[src/hw/rtl/slcr_pkg.sv]
// ============================================================================
// slcr_pkg: shared definitions for the serial line command recognizer
// Line size, character codes, command words and codes, per-cell ref and hit structs.
// ============================================================================
package slcr_pkg;

    // Line buffer sizing; the buffer holds LINE_CAPACITY - 1 characters
    localparam int LINE_CAPACITY = 16;
    localparam int LINE_DEPTH    = LINE_CAPACITY - 1;
    localparam int LEN_W         = $clog2(LINE_CAPACITY);

    // Control characters
    localparam logic [7:0] CHAR_CR = 8'h0D;
    localparam logic [7:0] CHAR_LF = 8'h0A;

    // Command words; last character sits in the low byte
    localparam int         BOOT_LEN  = 5;
    localparam int         RESET_LEN = 6;
    localparam int         STATS_LEN = 6;
    localparam logic [8*BOOT_LEN-1:0]  WORD_BOOT  = "@BOOT";
    localparam logic [8*RESET_LEN-1:0] WORD_RESET = "@RESET";
    localparam logic [8*STATS_LEN-1:0] WORD_STATS = "@STATS";

    // Command codes
    typedef enum logic [1:0] {
        CMD_NONE  = 2'd0,
        CMD_BOOT  = 2'd1,
        CMD_RESET = 2'd2,
        CMD_STATS = 2'd3
    } t_cmd_code;

    // Expected characters for one cell, one per command word
    typedef struct packed {
        logic [7:0] boot;
        logic [7:0] reset;
        logic [7:0] stats;
    } t_cell_ref;

    // Per-cell compare results
    typedef struct packed {
        logic boot;
        logic reset;
        logic stats;
    } t_cell_hit;

endpackage

[src/hw/rtl/slcr_in_if.sv]
// ============================================================================
// slcr_in_if: receive byte channel
// Valid/ready channel carrying one received byte and its error flag.
// ============================================================================
interface slcr_in_if;
    logic       valid;
    logic       ready;
    logic [7:0] rx_byte;
    logic       line_error;

    modport source (output valid, output rx_byte, output line_error, input ready);
    modport sink   (input valid, input rx_byte, input line_error, output ready);
endinterface

[src/hw/rtl/slcr_out_if.sv]
// ============================================================================
// slcr_out_if: result channel
// Valid/ready channel carrying the command code and restart request.
// ============================================================================
interface slcr_out_if;
    logic       valid;
    logic       ready;
    logic [1:0] command_code;
    logic       restart_request;

    modport source (output valid, output command_code, output restart_request,
                    input ready);
    modport sink   (input valid, input command_code, input restart_request,
                    output ready);
endinterface

[src/hw/rtl/slcr_cell.sv]
// ============================================================================
// slcr_cell: one character cell of the line shift chain
// Holds one line character, passes it on when the chain shifts, and compares
// it against the command characters expected at its position.
// ============================================================================
module slcr_cell (
    input  logic                 i_clk,
    input  logic                 i_shift,
    input  logic [7:0]           i_char,
    input  slcr_pkg::t_cell_ref  i_ref,
    output logic [7:0]           o_char,
    output slcr_pkg::t_cell_hit  o_hit
);

    logic [7:0] r_char;

    // Character storage; content is only meaningful below the line length
    always_ff @(posedge i_clk) begin
        if (i_shift) begin
            r_char <= i_char;
        end
    end

    // Position compares
    always_comb begin
        o_hit.boot  = (r_char == i_ref.boot);
        o_hit.reset = (r_char == i_ref.reset);
        o_hit.stats = (r_char == i_ref.stats);
    end

    assign o_char = r_char;

endmodule

[src/hw/rtl/serial_line_command_recognizer_unit.sv]
// ============================================================================
// serial_line_command_recognizer_unit: serial line command recognizer
// Collects received bytes into a line and flags @BOOT, @RESET and @STATS.
// ============================================================================
// Usage:
//   i_in  carries one received byte per word plus a receive error flag.
//   o_out returns exactly one word per input word: command_code (0 none,
//   1 boot, 2 reset, 3 stats) and restart_request.
//   Characters enter a chain of LINE_CAPACITY - 1 cells; the newest sits in
//   cell 0, so each command word is checked by fixed per-cell compares.
//   Carriage returns are skipped; a line feed reports the match and clears
//   the line; a character arriving on a full line clears it and is dropped;
//   an error word clears the line and sets restart_request.
//   The result is registered: it appears in the cycle after the input word is taken.
//   Throughput: one word per cycle while the receiver is ready, set by the single output register.
//   When the receiver stalls, the output register holds its word and input
//   ready drops until that word is taken.
//   Reset clears the line length and the output valid; cell contents are
//   not cleared and need no clearing pass.
// ============================================================================
module serial_line_command_recognizer_unit (
    input  logic        i_clk,
    input  logic        i_rst_n,
    slcr_in_if.sink     i_in,
    slcr_out_if.source  o_out
);

    localparam int DEPTH = slcr_pkg::LINE_DEPTH;
    localparam int LW    = slcr_pkg::LEN_W;

    logic [LW-1:0]        r_len;
    logic [LW-1:0]        n_len;
    logic                 r_valid;
    logic [1:0]           r_code;
    logic                 r_restart;
    logic                 w_accept;
    logic                 w_shift;
    logic                 w_cr;
    logic                 w_lf;
    logic                 w_full;
    slcr_pkg::t_cmd_code  w_code;
    logic                 w_boot_ok;
    logic                 w_reset_ok;
    logic                 w_stats_ok;

    logic [7:0]              w_chain [DEPTH+1];
    slcr_pkg::t_cell_ref     w_ref   [DEPTH];
    slcr_pkg::t_cell_hit     w_hit   [DEPTH];
    logic [DEPTH-1:0]        w_hit_boot;
    logic [DEPTH-1:0]        w_hit_reset;
    logic [DEPTH-1:0]        w_hit_stats;

    // Handshake and byte classes
    assign i_in.ready = !r_valid || o_out.ready;
    assign w_accept   = i_in.valid && i_in.ready;
    assign w_cr       = (i_in.rx_byte == slcr_pkg::CHAR_CR);
    assign w_lf       = (i_in.rx_byte == slcr_pkg::CHAR_LF);
    assign w_full     = (r_len == LW'(DEPTH));
    assign w_shift    = w_accept && !i_in.line_error && !w_cr && !w_lf && !w_full;

    // Cell chain: newest character enters cell 0
    assign w_chain[0] = i_in.rx_byte;

    for (genvar k = 0; k < DEPTH; k++) begin : g_cell
        if (k < slcr_pkg::BOOT_LEN) begin : g_boot
            assign w_ref[k].boot = slcr_pkg::WORD_BOOT[8*k +: 8];
        end else begin : g_boot_none
            assign w_ref[k].boot = 8'h00;
        end
        if (k < slcr_pkg::RESET_LEN) begin : g_reset
            assign w_ref[k].reset = slcr_pkg::WORD_RESET[8*k +: 8];
        end else begin : g_reset_none
            assign w_ref[k].reset = 8'h00;
        end
        if (k < slcr_pkg::STATS_LEN) begin : g_stats
            assign w_ref[k].stats = slcr_pkg::WORD_STATS[8*k +: 8];
        end else begin : g_stats_none
            assign w_ref[k].stats = 8'h00;
        end

        slcr_cell u_cell (
            .i_clk   (i_clk),
            .i_shift (w_shift),
            .i_char  (w_chain[k]),
            .i_ref   (w_ref[k]),
            .o_char  (w_chain[k+1]),
            .o_hit   (w_hit[k])
        );

        assign w_hit_boot[k]  = w_hit[k].boot;
        assign w_hit_reset[k] = w_hit[k].reset;
        assign w_hit_stats[k] = w_hit[k].stats;
    end

    // Whole-line match: length plus the low cells of the chain
    assign w_boot_ok  = (r_len == LW'(slcr_pkg::BOOT_LEN))
                        && (&w_hit_boot[slcr_pkg::BOOT_LEN-1:0]);
    assign w_reset_ok = (r_len == LW'(slcr_pkg::RESET_LEN))
                        && (&w_hit_reset[slcr_pkg::RESET_LEN-1:0]);
    assign w_stats_ok = (r_len == LW'(slcr_pkg::STATS_LEN))
                        && (&w_hit_stats[slcr_pkg::STATS_LEN-1:0]);

    always_comb begin
        w_code = slcr_pkg::CMD_NONE;
        if (!i_in.line_error && w_lf) begin
            if (w_boot_ok) begin
                w_code = slcr_pkg::CMD_BOOT;
            end else if (w_reset_ok) begin
                w_code = slcr_pkg::CMD_RESET;
            end else if (w_stats_ok) begin
                w_code = slcr_pkg::CMD_STATS;
            end
        end
    end

    // Next line length
    always_comb begin
        n_len = r_len;
        if (w_accept) begin
            if (i_in.line_error || w_lf || (w_full && !w_cr)) begin
                n_len = '0;
            end else if (!w_cr) begin
                n_len = r_len + LW'(1);
            end
        end
    end

    // Length and output register
    always_ff @(posedge i_clk) begin
        if (!i_rst_n) begin
            r_len   <= '0;
            r_valid <= 1'b0;
        end else begin
            r_len <= n_len;
            if (w_accept) begin
                r_valid <= 1'b1;
            end else if (o_out.ready) begin
                r_valid <= 1'b0;
            end
        end
    end

    always_ff @(posedge i_clk) begin
        if (w_accept) begin
            r_code    <= w_code;
            r_restart <= i_in.line_error;
        end
    end

    assign o_out.valid           = r_valid;
    assign o_out.command_code    = r_code;
    assign o_out.restart_request = r_restart;

`ifndef SYNTHESIS
    a_len_bound: assert property (@(posedge i_clk) disable iff (!i_rst_n)
        r_len <= LW'(DEPTH))
        else $error("line length beyond buffer depth");

    a_accept_valid: assert property (@(posedge i_clk) disable iff (!i_rst_n)
        w_accept |=> r_valid)
        else $error("accepted word produced no result");

    a_error_clears: assert property (@(posedge i_clk) disable iff (!i_rst_n)
        (w_accept && i_in.line_error) |=> (r_len == '0) && r_restart)
        else $error("receive error did not clear line");

    a_restart_no_cmd: assert property (@(posedge i_clk) disable iff (!i_rst_n)
        (r_valid && r_restart) |-> (r_code == slcr_pkg::CMD_NONE))
        else $error("command reported with restart request");

    a_cmd_on_lf: assert property (@(posedge i_clk) disable iff (!i_rst_n)
        (w_accept && (w_code != slcr_pkg::CMD_NONE)) |=> (r_len == '0))
        else $error("matched line not cleared");
`endif

endmodule

[src/flat_wrapper.sv]
// flat-port wrapper written by rule: the top's interface ports become plain ports
module serial_line_command_recognizer_unit_flat 
  (i_clk, i_rst_n, i_in_valid, i_in_rx_byte, i_in_line_error, i_in_ready, o_out_valid, o_out_command_code, o_out_restart_request, o_out_ready);
  slcr_in_if i_in_i ();
  slcr_out_if o_out_i ();
  input  logic i_clk;
  input  logic i_rst_n;
  input wire logic [$bits(i_in_i.valid)-1:0] i_in_valid;
  input wire logic [$bits(i_in_i.rx_byte)-1:0] i_in_rx_byte;
  input wire logic [$bits(i_in_i.line_error)-1:0] i_in_line_error;
  output wire logic [$bits(i_in_i.ready)-1:0] i_in_ready;
  output wire logic [$bits(o_out_i.valid)-1:0] o_out_valid;
  output wire logic [$bits(o_out_i.command_code)-1:0] o_out_command_code;
  output wire logic [$bits(o_out_i.restart_request)-1:0] o_out_restart_request;
  input wire logic [$bits(o_out_i.ready)-1:0] o_out_ready;
  assign i_in_i.valid = i_in_valid;
  assign i_in_i.rx_byte = i_in_rx_byte;
  assign i_in_i.line_error = i_in_line_error;
  assign i_in_ready = i_in_i.ready;
  assign o_out_valid = o_out_i.valid;
  assign o_out_command_code = o_out_i.command_code;
  assign o_out_restart_request = o_out_i.restart_request;
  assign o_out_i.ready = o_out_ready;
  serial_line_command_recognizer_unit u_core (.i_clk(i_clk), .i_rst_n(i_rst_n), .i_in(i_in_i), .o_out(o_out_i));
endmodule
[config.mk]
export PLATFORM = sky130hd
export DESIGN_NAME = serial_line_command_recognizer_unit_flat
export DESIGN_NICKNAME = d
export VERILOG_FILES = /design/src/hw/rtl/slcr_pkg.sv /design/src/hw/rtl/slcr_in_if.sv /design/src/hw/rtl/slcr_out_if.sv /design/src/hw/rtl/slcr_cell.sv /design/src/hw/rtl/serial_line_command_recognizer_unit.sv /design/src/flat_wrapper.sv
export SDC_FILE = /design/constraint.sdc
export NUM_CORES = 1
export LEC_CHECK = 0
export CAP_MARGIN = 20
export CORE_MARGIN = 2
export CORE_UTILIZATION = 57
export DETAILED_ROUTE_END_ITERATION = 12
export DONT_BUFFER_PORTS = 1
export PLACE_DENSITY = 0.83
export SLEW_MARGIN = 20
export SYNTH_ARGS = -nofsm -noshare
export SYNTH_HDL_FRONTEND = slang
export SYNTH_SLANG_ARGS = --single-unit
[constraint.sdc]
create_clock -name i_clk -period 2.7 [get_ports i_clk]
set_input_delay 0.27 -clock i_clk [delete_from_list [all_inputs] [get_ports i_clk]]
set_output_delay 0.27 -clock i_clk [all_outputs]
set_load 0.03 [all_outputs]
; Word-level counts from Yosys, hierarchy flattened
; Cells that the tools add are included.
[totals]
ff_bits = 56
inputBits = 13
output_inout_bits = 5
elab_cells = 65
[op_classes]
add_sub_neg = 1
eq_ne = 21
n_mux = 7
n_bitwise = 1
n_reduce_logical = 24
[op_table]
columns = cell, n
row1 = == test 8 x 7 -> 1 bit (second input constant), 15
row2 = == test 8 x 4 -> 1 bit (second input constant), 2
row3 = AND reduction 6 bit, 2
row4 = logical AND 1 bit, 10
row5 = == test 4 x 3 -> 1 bit (second input constant), 2
row6 = two-way mux 4 bit, 2
row7 = zero test 1 bit, 5
row8 = AND reduction 5 bit, 1
row9 = adder 4 x 1 -> 4 bit (second input constant), 1
row10 = == test 4 bit (second input constant), 1
row11 = two-way mux 2 bit, 2
row12 = logical OR 1 bit, 3
row13 = two-way mux 1 bit, 3
row14 = inequality test 2 bit (second input constant), 1
row15 = AND reduction 2 bit, 1
row16 = nonzero test 2 bit, 1
row17 = OR reduction 2 bit, 1
row18 = NOT 1 bit, 1

; Logic depth before layout (Yosys ltp)
[depth]
word_depth = 7
depth_mapped = 6
ltp_nobuf = 6

; By module
; From an unflattened synthesis, not the netlist that was laid out.
[unflattened]
cells_unflattened = 310
area_unflattened_um2 = 3545.9
[by_module_without_submodules]
columns = module, n_inst, cells_each, area_per_inst_um2, seq_area_each_um2
row1 = slcr_cell, 6, 41, 499.2, 240.2
row2 = serial_line_command_recognizer_unit, 1, 64, 550.5, 190.2

; Worst setup path after synthesis
; Ideal clock, no wire load.
[synth_path]
path_kind = reg-to-reg
start = register u_core.r_valid (netlist: u_core.o_out.valid)
end = register u_core.g_cell[0].u_cell.r_char[0], enable pin
setup_time_ps = 410
t_arrival_ps = 2188
t_required_ps = 2290
slack_ps = 101
path_stages_with_launch = 4
path_buffers = 0
period_less_slack_ps = 2599
cell_sequence = dfxtp_1 -> nand2b_1 -> and3_1 -> and2_1
[synth_between]
elab_chain_len = 7
[synth_rtl]
columns = item, line_no
row1 = start: declaration, serial_line_command_recognizer_unit.sv:33  ; logic r_valid;
row2 = start signal: assignment, serial_line_command_recognizer_unit.sv:132  ; r_valid <= 1'b0;
row3 = start signal: assignment, serial_line_command_recognizer_unit.sv:136  ; r_valid <= 1'b1;
row4 = start signal: assignment, serial_line_command_recognizer_unit.sv:138  ; r_valid <= 1'b0;
row5 = zero test 1 bit, serial_line_command_recognizer_unit.sv:54  ; assign i_in.ready = !r_valid || o_out.ready;
row6 = logical OR 1 bit, serial_line_command_recognizer_unit.sv:54
row7 = named net i_in_ready, flat_wrapper.sv:11  ; output wire logic [$bits(i_in_i.ready)-1:0] i_in_ready;
row8 = logical AND 1 bit, serial_line_command_recognizer_unit.sv:55  ; assign w_accept = i_in.valid && i_in.ready;
row9 = logical AND 1 bit (4 in series), serial_line_command_recognizer_unit.sv:59  ; assign w_shift = w_accept && !i_in.line_error && !w_cr && !w_lf && !w_full;
row10 = named net u_core.g_cell[0].u_cell.i_shift, slcr_cell.sv:8  ; input logic i_shift,
row11 = end signal: assignment, slcr_cell.sv:20  ; r_char <= i_char;
row12 = end: declaration, slcr_cell.sv:15  ; logic [7:0] r_char;
; The timed path passes the listed nets, and every way through them passes these cells.
; A chain may end at the register's enable or synchronous reset.

; Worst setup path in the final report
[layout_path]
start = register u_core.r_valid (netlist: u_core.o_out.valid)
end = register u_core.g_cell[4].u_cell.r_char[1], enable pin
[layout_between]
elab_chain_len = 7
[layout_rtl]
columns = item, line_no
row1 = zero test 1 bit, serial_line_command_recognizer_unit.sv:54
row2 = logical OR 1 bit, serial_line_command_recognizer_unit.sv:54
row3 = named net i_in_ready, flat_wrapper.sv:11
row4 = logical AND 1 bit, serial_line_command_recognizer_unit.sv:55
row5 = logical AND 1 bit (4 in series), serial_line_command_recognizer_unit.sv:59
row6 = named net u_core.g_cell[0].u_cell.i_shift, slcr_cell.sv:8
row7 = end signal: assignment, slcr_cell.sv:20
row8 = end: declaration, slcr_cell.sv:15
; The timed path passes the listed nets, and every way through them passes these cells.

==> results.md <==
* Combinational power share at 0.031
* Post-Syn Nets at 145
* Max-slew headroom at 0.703
* Max-slew violation count at 0
* Switch share at 0.200
* Distinct cells, synth at 35
* CTS Buffer Depth at 2
* Final instance area at 2390 µm²
* Clk pwr share at 0.339
* Endpoint type of the worst setup path: flop
* Status: finished clean
* HP Class: in -> reg
* GRT Util Overall at 0.174
* Final HPWL DP at 2.43 mm
* Largest net degree at the start of global routing at 49
* Clock Tree Root: clkbuf_8
* R2R depth at 4
* FFs w/ async S/R, synth at 0
* Least-Margin Pin Slew at 0.445 ns
* CP peak stage delay at 0.42 ns
* # IOs at 18
* Pwr Total at 1.60 mW
* Initial core utilization at 0.595
* Setup CP Type: reg -> reg
* NetSw at 321 µW
* H-tree Lvls at 2
* Post-synth EDFFs at 51
* CTS tree: yes
* Sequential power share at 0.630
* Die ar. at 4360 µm²
* Row count at 22
* Nets@finish at 153
* Vias in the first global route at 1,146
* Register area share after synthesis at 0.744
* Pwr dens at 672 nW/µm²
* Post-synthesis cell area at 2190 µm²
* Cells after Synth at 129
* Clk slew on worst S/H paths at 0.09 ns
* Clock skew at 0.00548 ns
* Non-filler cells, final at 186
* Crit path max fanout at 48
* GRT Residual Overflow at 0
* Share of cells above drive strength 1 at 0.130
* RSZ-0062 raised after global routing: no
* # port buffers at 0
* Cell-by-cell trace of the critical path: nand2b_1, and3_1, and2_2, buf_12
* Ys Warns at 0
* CP Data Required Time at 2.70 ns
* Max-cap violations at 0
* Residual DRC count at 0
* Clk_lat worst skew at 0.31 ns
* Initial antenna violation count at 0
* Routed vias at 1,167
* Total negative setup slack at 0 ns
* DRT Wirelength at 3.47 mm
* Die width at 66.0 µm
* Startpoint types: flop
* Fill cells at 273
* ANT nets after route at 0
* DR iter-0 viols at 71
* Finish-stage setup viols at 0
* #FFs+latches synth at 56
* Fin util at 0.647
* # hold bufs at CTS at 0
* Die Ht at 66.0 µm
* CTS buffer count at 5
* Max Freq at 533 MHz
* Per-cell routed wire length at 18.6 µm
* Setup Fix Bufs, Post-CTS at 0
* # resized after CTS at 0
* CTS Sinks at 56
* Primary FF master, synth: edfxtp_1
* First-pass GRT wire length at 5.31 mm
* Int Pwr at 1.28 mW
* Area delta synth->final at 8.78%
* Commonest cells after routing, fill and taps aside: 51 x edfxtp_1, 6 x nor2_1
* Final Cycle Share at 0.695
* Worst endpoint data arrival time at 1.88 ns
* Mapped Avg Cell Area at 17.0 µm²
* Hold path cells at 0
* Core area at 3690 µm²
* Cells after DPL at 178
* Antenna Cells at 0
* Leakage at 0.762 nW
* Area after DPL at 2270 µm²
* Vias/cell at 6.27
* Worst vdd ir at 498 µV
* Period minus WS final at 1.88 ns
* GP Congestion at 0.822
* Crit-path slowest cell: dfxtp_1
* Most common cell after layout, fill and taps aside: edfxtp_1
* Fin. Hold Viols at 0
* Initial DRT Pass Iterations at 4
-- power by group through the flow --
stage	Clock, mW	Sequential, mW	Combinational (mW)
2_1_floorplan	0	1.02	0.0365
3_3_place_gp	0	1.03	0.0468
3_5_place_dp	0	1.03	0.0496
4_1_cts	0.551	1.01	0.0498
5_1_grt	0.586	1.01	0.0540
6_report	0.543	1.01	0.0498
-- state kept, by name (all words and copies together) (netlist names) --
register / count
u_core.o_out.restart_request: 1
u_core.o_out.valid: 1
u_core.r_len: 4
u_core.g_cell.u_cell.o_char: 48
u_core.o_out.command_code: 2
-- through the flow --
step | hold slack, ns | setup slack (ns)
after floorplan | 0.369 | 0.101
after global placement | 0.369 | 0.905
after detailed placement | 0.369 | 0.854
after CTS | 0.0426 | 0.846
after global routing | 0.0300 | 0.746
final | 0.0486 | 0.825
-- kinds of logic after synthesis --
group,share of synthesized area
AO/OA/AOI/OAI,0.0491
flip-flops,0.744
buffers and inverters,0.00856
AND/OR/NAND/NOR,0.181
adder cells (fa/ha/maj),0.0171
-- cells in the mapped netlist, types with 3 or more instances --
cell type   n  area (µm²)
a21oi_1     4        20.0
a31oi_1     3        18.8
and4b_1     3        30.0
dfxtp_1     5         100
edfxtp_1   51        1530
ha_1        3        37.5
inv_1       5        18.8
nand2_1     5        18.8
nand3_1     3        15.0
nand3b_1    3        22.5
nand4_1     3        18.8
nor2_1      6        22.5
nor4_4      3        63.8
-- layer usage --
layer | GRT usage | vias up | share of wire
li1 | - | 538 | -
met1 | 0.205 | 585 | 0.43
met2 | 0.292 | 40 | 0.51
met3 | 0.0630 | 4 | 0.049
met4 | 0.0689 | 0 | 0.012
met5 | 0 | - | 0
-- worst max-delay path, delay by kind of cell, from the launching register on --
kind	cells	cell delay, ns
simple gates	3	0.87
flops	1	0.42
buf+inv	1	0.24
-- area by class of cell --
cell class	count	area [µm²]	share of cell area
Multi-Input combinational cell	68	544	0.228
Sequential cell	56	1630	0.684
Inverter	5	18.8	0.00787
Tap cell	48	60.1	0.0252
Clock buffer	6	72.6	0.0304
Clock inverter	2	38.8	0.0163
Timing Repair Buffer	1	20.0	0.00839
-- final timing paths --
check	startpoint	end	slack, ns
worst max-delay path	u_core.o_out.valid$_SDFFE_PN0P_	u_core.g_cell[4].u_cell.o_char[1]$_DFFE_PP_	0.82
worst min-delay path	i_in_line_error	u_core.o_out.restart_request$_DFFE_PP_	0.05
worst max register to register	u_core.o_out.valid$_SDFFE_PN0P_	u_core.g_cell[4].u_cell.o_char[1]$_DFFE_PP_	0.82
worst min register to register	u_core.g_cell[2].u_cell.o_char[6]$_DFFE_PP_	u_core.g_cell[3].u_cell.o_char[6]$_DFFE_PP_	0.44
Note: power is estimated with default switching activity, not from simulation.
